--- src/brf_pkg.sv ---
`timescale 1ns / 1ps
// ----------------------------------------------------------------------------
// brf_pkg
// Shared constants, types and index helpers for the byte ring FIFO.
// ----------------------------------------------------------------------------
package brf_pkg;

    localparam int IDX_W     = 6;
    localparam int DEPTH     = 2 ** IDX_W;
    localparam int SIZE_W    = IDX_W + 1;
    localparam int CNT_W     = 5;
    localparam int MAX_BURST = 16;

    localparam logic [2:0] REQ_PUSH      = 3'd0;
    localparam logic [2:0] REQ_POP       = 3'd1;
    localparam logic [2:0] REQ_PEND_HEAD = 3'd2;
    localparam logic [2:0] REQ_PEND_CONT = 3'd3;
    localparam logic [2:0] REQ_CONFIRM   = 3'd4;

    typedef enum logic [2:0] {
        S_IDLE  = 3'b001,
        S_FETCH = 3'b010,
        S_EMIT  = 3'b100
    } state_t;

    function automatic logic [SIZE_W-1:0] eff_size(input logic [SIZE_W-1:0] s);
        logic [SIZE_W-1:0] r;
        r = s;
        if (s < SIZE_W'(2))
        begin
            r = SIZE_W'(2);
        end
        else if (s > SIZE_W'(DEPTH))
        begin
            r = SIZE_W'(DEPTH);
        end
        return r;
    endfunction

    function automatic logic [IDX_W-1:0] idx_advance(input logic [IDX_W-1:0] i,
                                                     input logic [SIZE_W-1:0] sz);
        logic [SIZE_W-1:0] n;
        n = {1'b0, i} + SIZE_W'(1);
        return (n >= sz) ? '0 : n[IDX_W-1:0];
    endfunction

    function automatic logic [CNT_W-1:0] clamp_count(input logic [CNT_W-1:0] c);
        logic [CNT_W-1:0] r;
        r = c;
        if (c == '0)
        begin
            r = CNT_W'(1);
        end
        else if (c > CNT_W'(MAX_BURST))
        begin
            r = CNT_W'(MAX_BURST);
        end
        return r;
    endfunction

endpackage

--- src/byte_ring_fifo_with_pending_read_top.sv ---
`timescale 1ns / 1ps
// ----------------------------------------------------------------------------
// byte_ring_fifo_with_pending_read_top
// Circular byte FIFO with pop bursts, look-ahead bursts and commit.
//
//   channel | direction | handshake                   | payload
//   in      | sink      | in_valid / in_stall         | req_type, push_data, burst_count
//   out     | source    | out_valid / out_stall       | read_data, ok, last
//   cfg     | sink      | cfg_wr_en (no wait)         | cfg_wr_data (ring_size)
//
// Push, confirm and unknown requests: one registered result each.
// Bursts: request decode, then the first ring read, then one byte per cycle
// while out is not stalled; a stop on empty after some bytes passes S_FETCH again.
// New requests are held off until the burst ends and the result register is free.
// Reset empties the ring (all indices 0) and sets ring_size to 64.
// ----------------------------------------------------------------------------
module byte_ring_fifo_with_pending_read_top
    import brf_pkg::*;
(
    input  logic              clk,
    input  logic              rst_n,

    input  logic              in_valid,
    output logic              in_stall,
    input  logic [2:0]        req_type,
    input  logic [7:0]        push_data,
    input  logic [CNT_W-1:0]  burst_count,

    output logic              out_valid,
    input  logic              out_stall,
    output logic [7:0]        read_data,
    output logic              ok,
    output logic              last,

    input  logic              cfg_wr_en,
    input  logic [SIZE_W-1:0] cfg_wr_data
);

    logic [7:0]        mem [DEPTH];
    logic [7:0]        mem_q;
    logic              mem_we;
    logic              mem_re;

    state_t            state_reg, state_next;
    logic [SIZE_W-1:0] size_reg, size_next;
    logic [IDX_W-1:0]  wr_reg, wr_next;
    logic [IDX_W-1:0]  rd_reg, rd_next;
    logic [IDX_W-1:0]  la_reg, la_next;
    logic              sel_la_reg, sel_la_next;
    logic [CNT_W-1:0]  rem_reg, rem_next;

    logic              out_valid_reg, out_valid_next;
    logic [7:0]        data_reg, data_next;
    logic              ok_reg, ok_next;
    logic              last_reg, last_next;

    logic [SIZE_W-1:0] sz;
    logic [IDX_W-1:0]  ptr;
    logic [IDX_W-1:0]  ptr_adv;
    logic [IDX_W-1:0]  wr_adv;
    logic              out_free;
    logic              in_take;

    assign sz       = eff_size(size_reg);
    assign ptr      = sel_la_reg ? la_reg : rd_reg;
    assign ptr_adv  = idx_advance(ptr, sz);
    assign wr_adv   = idx_advance(wr_reg, sz);
    assign out_free = !out_valid_reg || !out_stall;
    assign in_stall = !((state_reg == S_IDLE) && out_free);
    assign in_take  = in_valid && !in_stall;

    assign out_valid = out_valid_reg;
    assign read_data = data_reg;
    assign ok        = ok_reg;
    assign last      = last_reg;

    always_comb
    begin
        state_next     = state_reg;
        size_next      = size_reg;
        wr_next        = wr_reg;
        rd_next        = rd_reg;
        la_next        = la_reg;
        sel_la_next    = sel_la_reg;
        rem_next       = rem_reg;
        out_valid_next = out_valid_reg && out_stall;
        data_next      = data_reg;
        ok_next        = ok_reg;
        last_next      = last_reg;
        mem_we         = 1'b0;
        mem_re         = 1'b0;

        case (state_reg)
            S_IDLE:
            begin
                if (in_take)
                begin
                    case (req_type)
                        REQ_PUSH:
                        begin
                            out_valid_next = 1'b1;
                            data_next      = '0;
                            last_next      = 1'b1;
                            if (wr_adv != rd_reg)
                            begin
                                mem_we  = 1'b1;
                                wr_next = wr_adv;
                                ok_next = 1'b1;
                            end
                            else
                            begin
                                ok_next = 1'b0;
                            end
                        end
                        REQ_POP:
                        begin
                            sel_la_next = 1'b0;
                            rem_next    = clamp_count(burst_count);
                            state_next  = S_FETCH;
                        end
                        REQ_PEND_HEAD:
                        begin
                            la_next     = rd_reg;
                            sel_la_next = 1'b1;
                            rem_next    = clamp_count(burst_count);
                            state_next  = S_FETCH;
                        end
                        REQ_PEND_CONT:
                        begin
                            sel_la_next = 1'b1;
                            rem_next    = clamp_count(burst_count);
                            state_next  = S_FETCH;
                        end
                        REQ_CONFIRM:
                        begin
                            rd_next        = la_reg;
                            out_valid_next = 1'b1;
                            data_next      = '0;
                            ok_next        = 1'b1;
                            last_next      = 1'b1;
                        end
                        default:
                        begin
                            out_valid_next = 1'b1;
                            data_next      = '0;
                            ok_next        = 1'b0;
                            last_next      = 1'b1;
                        end
                    endcase
                end
            end
            S_FETCH:
            begin
                if (ptr == wr_reg)
                begin
                    if (out_free)
                    begin
                        out_valid_next = 1'b1;
                        data_next      = '0;
                        ok_next        = 1'b0;
                        last_next      = 1'b1;
                        state_next     = S_IDLE;
                    end
                end
                else
                begin
                    mem_re = 1'b1;
                    if (sel_la_reg)
                    begin
                        la_next = ptr_adv;
                    end
                    else
                    begin
                        rd_next = ptr_adv;
                    end
                    state_next = S_EMIT;
                end
            end
            S_EMIT:
            begin
                if (out_free)
                begin
                    out_valid_next = 1'b1;
                    data_next      = mem_q;
                    ok_next        = 1'b1;
                    last_next      = (rem_reg == CNT_W'(1));
                    rem_next       = rem_reg - CNT_W'(1);
                    if (rem_reg == CNT_W'(1))
                    begin
                        state_next = S_IDLE;
                    end
                    else if (ptr != wr_reg)
                    begin
                        // next byte read overlaps this emit
                        mem_re = 1'b1;
                        if (sel_la_reg)
                        begin
                            la_next = ptr_adv;
                        end
                        else
                        begin
                            rd_next = ptr_adv;
                        end
                    end
                    else
                    begin
                        state_next = S_FETCH;
                    end
                end
            end
            default:
            begin
                state_next = S_IDLE;
            end
        endcase

        if (cfg_wr_en)
        begin
            size_next = cfg_wr_data;
            wr_next   = '0;
            rd_next   = '0;
            la_next   = '0;
        end
    end

    always_ff @(posedge clk)
    begin
        if (mem_we)
        begin
            mem[wr_reg] <= push_data;
        end
        if (mem_re)
        begin
            mem_q <= mem[ptr];
        end
    end

    always_ff @(posedge clk)
    begin
        data_reg <= data_next;
        ok_reg   <= ok_next;
        last_reg <= last_next;
        rem_reg  <= rem_next;
    end

    always_ff @(posedge clk or negedge rst_n)
    begin
        if (!rst_n)
        begin
            state_reg     <= S_IDLE;
            size_reg      <= SIZE_W'(DEPTH);
            wr_reg        <= '0;
            rd_reg        <= '0;
            la_reg        <= '0;
            sel_la_reg    <= 1'b0;
            out_valid_reg <= 1'b0;
        end
        else
        begin
            state_reg     <= state_next;
            size_reg      <= size_next;
            wr_reg        <= wr_next;
            rd_reg        <= rd_next;
            la_reg        <= la_next;
            sel_la_reg    <= sel_la_next;
            out_valid_reg <= out_valid_next;
        end
    end

endmodule

--- config.mk ---
export PLATFORM = sky130hd
export DESIGN_NAME = byte_ring_fifo_with_pending_read_top
export DESIGN_NICKNAME = d
export VERILOG_FILES = /design/src/brf_pkg.sv /design/src/byte_ring_fifo_with_pending_read_top.sv
export SDC_FILE = /design/constraint.sdc
export NUM_CORES = 1
export LEC_CHECK = 0
export BUFFER_PORTS_ARGS = -buffer_cell sky130_fd_sc_hd__buf_2
export CAP_MARGIN = 20
export CORE_UTILIZATION = 65
export CTS_CLUSTER_DIAMETER = 30
export DETAILED_ROUTE_END_ITERATION = 8
export GPL_TIMING_DRIVEN = 0
export MAX_ROUTING_LAYER = met4
export PLACE_DENSITY_LB_ADDON = 0.2
export RECOVER_POWER = 100
export SLEW_MARGIN = 10
export SYNTH_ARGS = -nofsm -noshare
export SYNTH_HDL_FRONTEND = slang
export SYNTH_SLANG_ARGS = --single-unit
--- constraint.sdc ---
create_clock -name clk -period 7.8 [get_ports clk]
set_clock_uncertainty 0.05 [all_clocks]
set_input_delay 0.39 -clock clk [delete_from_list [all_inputs] [get_ports clk]]
set_output_delay 0.39 -clock clk [all_outputs]
set_load 0.1 [all_outputs]
Word level (Yosys, flattened, before mapping)
Memories as Yosys holds them, arrays and structs flattened. A register that Yosys moved wholly into a read port is not among the register bits.
Index checks and enable logic that the tools add are counted.
{ "classes": {"addsub": 3, "magnitude_cmp": 5, "n_eq_ne": 26, "mux": 76, "n_reduce_logical": 26} }
{ "ops": {"columns": ["cell", "count"], "rows": [
  ["$mux 6", 24],
  ["$mux 8", 5],
  ["$pmux 6 s3", 2],
  ["$mux 5", 5],
  ["$pmux 8 s3", 1],
  ["$mux 1", 22],
  ["$mux 3", 7],
  ["$ne 3x3->1 const B", 7],
  ["$add 6x1->7 const B", 2],
  ["$ge 7x7->1", 2],
  ["$mux 7", 2],
  ["$reduce_and 7->1", 2],
  ["$ne 2x2->1 const B", 6],
  ["$ne 6x6->1", 2],
  ["$pmux 1 s3", 4],
  ["$reduce_bool 2->1", 6],
  ["$pmux 5 s2", 1],
  ["$eq 3x2->1 const B", 3],
  ["$pmux 3 s3", 1],
  ["$reduce_and 4->1", 2],
  ["$gt 7x7->1 const B", 1],
  ["$lt 7x2->1 const B", 1],
  ["$eq 3x1->1 const B", 2],
  ["$eq 3x3->1 const B", 2],
  ["18 further kinds", 24]
]} }
{ "word_totals": {"ff_bits": 45, "mem_bits_rw": 512, "out_inout_bits": 12, "elab_cells": 148, "mem_count": 1} }
{ "memory_table": {"columns": ["name", "depth", "width", "read_ports", "rd_clocked_by_memory_dff", "write_ports", "line", "rtl"], "rows": [
  ["mem", 64, 8, 1, 1, 1, "byte_ring_fifo_with_pending_read_top.sv:39", "logic [7:0] mem [DEPTH];"]
]} }

Depth between registers and ports, before layout
{ "logic_depth": {"word_depth": 12, "depth_mapped": 18, "depth_no_buf": 13} }

Worst setup path after synthesis
OpenSTA, ideal clock, no wires.
{ "synth_timing": {"path_kind": "register -> register", "start": "register wr_reg[4]", "end": "memory mem[54][0], enable pin", "arrival_ns": 3.504, "required_ns": 7.380, "slack_ns": 3.875, "stages_incl_launch_ff": 15, "path_buffers": 3, "cell_sequence": "dfrtp_1 -> clkbuf_1 -> clkbuf_1 -> nand3_1 -> nor2_1 -> ha_1 -> a21oi_1 -> o21ai_0 -> a21oi_2 -> a211oi_1 -> a21o_1 -> a31oi_4 -> buf_6 -> nand4b_4 -> nor2_1"} }
{ "synth_between": {"elab_chain_cells": 10} }
{ "synth_lines": {"columns": ["element", "line", "rtl"], "rows": [
  ["start, declared", "byte_ring_fifo_with_pending_read_top.sv:46", "logic [IDX_W-1:0] wr_reg, wr_next;"],
  ["start signal, assigned", "byte_ring_fifo_with_pending_read_top.sv:262", "wr_reg <= wr_next;"],
  ["$add 6x1->7", "brf_pkg.sv:43", "n = {1'b0, i} + SIZE_W'(1);"],
  ["$ge 7x7->1", "brf_pkg.sv:44", "return (n >= sz) ? '0 : n[IDX_W-1:0];"],
  ["$mux 6", "brf_pkg.sv:44", null],
  ["$ne 6x6->1", "byte_ring_fifo_with_pending_read_top.sv:104", "if (wr_adv != rd_reg)"],
  ["$mux 1", "byte_ring_fifo_with_pending_read_top.sv:104", null],
  ["$mux 1", "byte_ring_fifo_with_pending_read_top.sv:98", "case (req_type)"],
  ["$mux 1", "byte_ring_fifo_with_pending_read_top.sv:96", "if (in_take)"],
  ["$mux 1", "byte_ring_fifo_with_pending_read_top.sv:93", "case (state_reg)"],
  ["$mux 1", "byte_ring_fifo_with_pending_read_top.sv:228", "if (mem_we)"],
  ["$mux 1 (implied by the code)", "byte_ring_fifo_with_pending_read_top.sv:230", "mem[wr_reg] <= push_data;"],
  ["end, declared", "byte_ring_fifo_with_pending_read_top.sv:39", null]
]} }
Several ways; a longest one is shown, not always the timed one.

Final worst setup path
{ "layout_timing": {"start": "register wr_reg[4]", "end": "memory mem[53][7], enable pin"} }
Same word-level chain as after synthesis.

==> out/qor.txt <==
result of the run: finished, violations left
violations in the final reports: capacitance limit, slew limit
Avg Cell Area, Syn: 11.10 um^2
proportion of synthesized chip area in sequential cells: 59.41%
cell at the root of the clock tree: sky130_fd_sc_hd__clkbuf_16
Final min period: 6613 ps
kind of capture point of the worst setup path: flip-flop
share of total power in sequential cells: 35.1%
share of the cycle needed by the critical path after routing: 84.78%
power consumption: 0.009718 W
CP Cell Sequence: clkbuf_1 -> clkbuf_1 -> nand3_1 -> nor2_1 -> ha_1 -> a21oi_1 -> o21ai_0 -> a21oi_1 -> a211oi_1 -> a21o_1 -> a31oi_4 -> clkbuf_1 -> nand4b_4 -> nor2_1
IR Drop Worst-Case VDD: 0.3226 mV
weighted congestion reported at the end of routability-driven placement: 1.028
Req. time, crit path: 8020 ps
number of distinct library cell variants in the gate-level netlist after synthesis: 72
Clock H-tree levels: 3
Top delay family on crit path: simple AND/OR/NAND/NOR gates
Layout Utilization: 77.03%
dominant synthesized flop cell: sky130_fd_sc_hd__edfxtp_1
P_sw: 0.002862 W
overall overflow remaining after global route: 0
synth-to-layout area growth: 16.94%
starting utilization of the core area: 65.87%
net count after synthesis: 2597
global-route usage over all layers: 43.21%
hold violation total from the final report: 0
Critical Path Source Type: flip-flop
via count: 24140
portion of total power attributed to combinational logic: 16.7%
Highest Clock Rate: 151.2 MHz
number of sinks driven by the clock tree: 565
first-pass GRT wire length: 137.5 mm
core area: 0.04298 mm^2
total length of routed wires: 93.25 mm
switching part of the total: 29.45%
FFs w/ async S/R, synth: 5.310%
post-route ant nets: 0
insertion delay of the later-clocked pin in the worst-skew pair: 660 ps
transition time at the pin with the least slew margin: 4173 ps
first-pass detailed-route iteration total: 6
setup repair after global routing missed its margin: false
pins over their slew limit: 531
horizontal extent of the die: 210.7 um
total I/O pin count: 40
pre-CTS worst setup slack: 2000 ps
count of warnings emitted by yosys: 0
Reg with most FFs: mem
mapped cell area: 0.02831 mm^2
Internal: 0.006856 W
number of buffers created by CTS: 109
maximum number of pins on one net before global-route repair: 65
Tightest Hold Check Type: primary input to flip-flop
total setup violations reported at the end of the flow: 0
final layout net count: 2775
flip-flop count of the largest register, all copies and words added: 512
Max-Cap Viols: 9
Die Outline Area: 0.04439 mm^2
Slew HR: -178.2%
Crit path buffers/inverters: 3
clock group share of total power: 48.2%
Worst-path clk slew: 50 ps
power per unit of standard cell area: 293.5 mW/mm^2
post-synthesis cell type with the largest combined area: sky130_fd_sc_hd__edfxtp_1
initial DRC count: 3850
Max Fanout on Critical Path: 10
vias in the first global route: 23080
row cnt: 76
HPWL after detailed placement: 60.09 mm
synthesis-stage register bit count: 565
CTS tree: built
cell with the most instances on the worst path: sky130_fd_sc_hd__clkbuf_1
delay of the slowest cell on the worst path: 790 ps
average via count per standard cell: 7.067
Final Worst Setup Slack: 1187 ps
cell types with the largest area share after synthesis: sky130_fd_sc_hd__edfxtp_1 (57%), sky130_fd_sc_hd__a21oi_1 (6.8%), sky130_fd_sc_hd__a211oi_1 (4.5%)
synthesized instance count: 2551
critical setup path kind: flip-flop to flip-flop
vertical die dimension: 210.7 um
number of flops mapped to enable cells by yosys: 535
quantity of I/O buffers inserted on ports: 38
DRC violation count after routing: 0
number of antenna violations at the first check in global routing: 5
slowest stage cell on the critical path: sky130_fd_sc_hd__nor2_1
Critical Path AT: 6830 ps
Final Hold Slack: 31.00 ps
setup TNS: 0 ps
top-area cell type share of the netlist area: 56.75%
P_leak: 11.42 nW
clk buf depth: 3
share of cells above drive strength 1: 11.37%
average detailed-routed wire length per instance: 27.30 um
metal layers:
metal | track usage (%) | routed length, um
met4 | 22.64 | 5142
met2 | 64.05 | 42070
met1 | 55.50 | 33900
met3 | 10.51 | 12130
met5 | - | 0
power by group through the flow:
stage	Combinational, W	Clock (W)	Sequential (W)
after floorplan	0.000900	0	0.00357
after global placement	0.00148	0	0.00346
after detailed placement	0.00155	0	0.00346
after CTS	0.00157	0.00467	0.00340
after global routing	0.00170	0.00482	0.00341
final	0.00162	0.00468	0.00341
synthesized netlist by cell type, drive strengths merged (12+ instances only):
cell type / number
nand3: 13
o21ai: 188
nor2: 134
buf: 111
nand2: 54
a21o: 23
a211oi: 169
o211ai: 82
dfrtp: 28
a221oi: 33
nand2b: 48
and2: 16
a21oi: 386
a21boi: 32
nor4: 18
nor2b: 36
xnor2: 14
inv: 147
clkbuf: 113
o31ai: 18
mux2i: 15
o21a: 33
o22ai: 69
ha: 18
edfxtp: 535
nor3: 111
and3: 12
a2111oi: 32
layout by cell type (no fill, tap or decap), types with 33 or more instances in the layout:
| cell type | instances |
|---|---|
| sky130_fd_sc_hd__edfxtp_1 | 535 |
| sky130_fd_sc_hd__a21oi_1 | 386 |
| sky130_fd_sc_hd__o21ai_0 | 183 |
| sky130_fd_sc_hd__a211oi_1 | 169 |
| sky130_fd_sc_hd__clkbuf_1 | 155 |
| sky130_fd_sc_hd__inv_1 | 146 |
| sky130_fd_sc_hd__nor2_1 | 134 |
| sky130_fd_sc_hd__nor3_1 | 111 |
| sky130_fd_sc_hd__clkbuf_16 | 109 |
| sky130_fd_sc_hd__buf_2 | 92 |
| sky130_fd_sc_hd__o211ai_1 | 82 |
| sky130_fd_sc_hd__o22ai_1 | 69 |
| sky130_fd_sc_hd__nand2_1 | 54 |
| sky130_fd_sc_hd__nand2b_1 | 48 |
| sky130_fd_sc_hd__nor2b_1 | 36 |
| sky130_fd_sc_hd__o21a_1 | 33 |
area by class of cell:
| type | count | area, um^2 |
|---|---|---|
| clock buffers | 124 | 2804 |
| clock inverters | 81 | 899.6 |
| plain buffers | 224 | 1001 |
| flip-flops and latches | 565 | 16820 |
| repair buffers | 67 | 380.4 |
| diodes | 7 | 17.52 |
| fillers | 2818 | 9874 |
| well taps | 585 | 732.0 |
| multi-input cells | 1614 | 9897 |
| inverters | 148 | 556.8 |
worst min-delay path, stage by stage:
cell,delay (ps)
sky130_fd_sc_hd__buf_2,70
sky130_fd_sc_hd__o21ai_0,70
sky130_fd_sc_hd__o21ai_0,80
worst paths after layout:
kind	from	end	slack [ps]	depth (start not counted)
min reg2reg	size_reg[0]	size_reg[0]	480	1
max in group asynchronous	rst_n	size_reg[0]	5970	2
min	burst_count[0]	rem_reg[0]	30	3
max	wr_reg[4]	mem[53][7]	1190	14
min in group asynchronous	rst_n	sel_la_reg	700	2
max reg2reg	wr_reg[4]	mem[53][7]	1190	14
metrics by stage:
step | instances | cell area [um^2]
6_report | 3415 | 33110
5_1_grt | 3413 | 33100
4_1_cts | 3405 | 33210
3_5_place_dp | 3190 | 29410
3_3_place_gp | 3174 | 29230
2_1_floorplan | 2551 | 28310
repair_timing:
item	4_1_cts	5_1_grt
hold endpoints to repair	37	0
gates resized for setup	0	0
hold buffers	10	0
setup buffers	0	0
cells by family (layout without fill, tap and decap cells):
logic type | count (synthesis) | in the layout | share of synthesized area [%]
other | 0 | 7 | 0
muxes | 23 | 23 | 0.9192
DFF | 565 | 565 | 59.41
adders and majority gates | 18 | 18 | 0.7955
buffers and inverters | 372 | 644 | 5.546
AOI/OAI and AO/OA | 1081 | 1081 | 24.01
xor gates and xnor gates | 20 | 20 | 0.6453
and+or+nand+nor | 472 | 472 | 8.675
No activity file was read; power rests on OpenSTA's default activity.
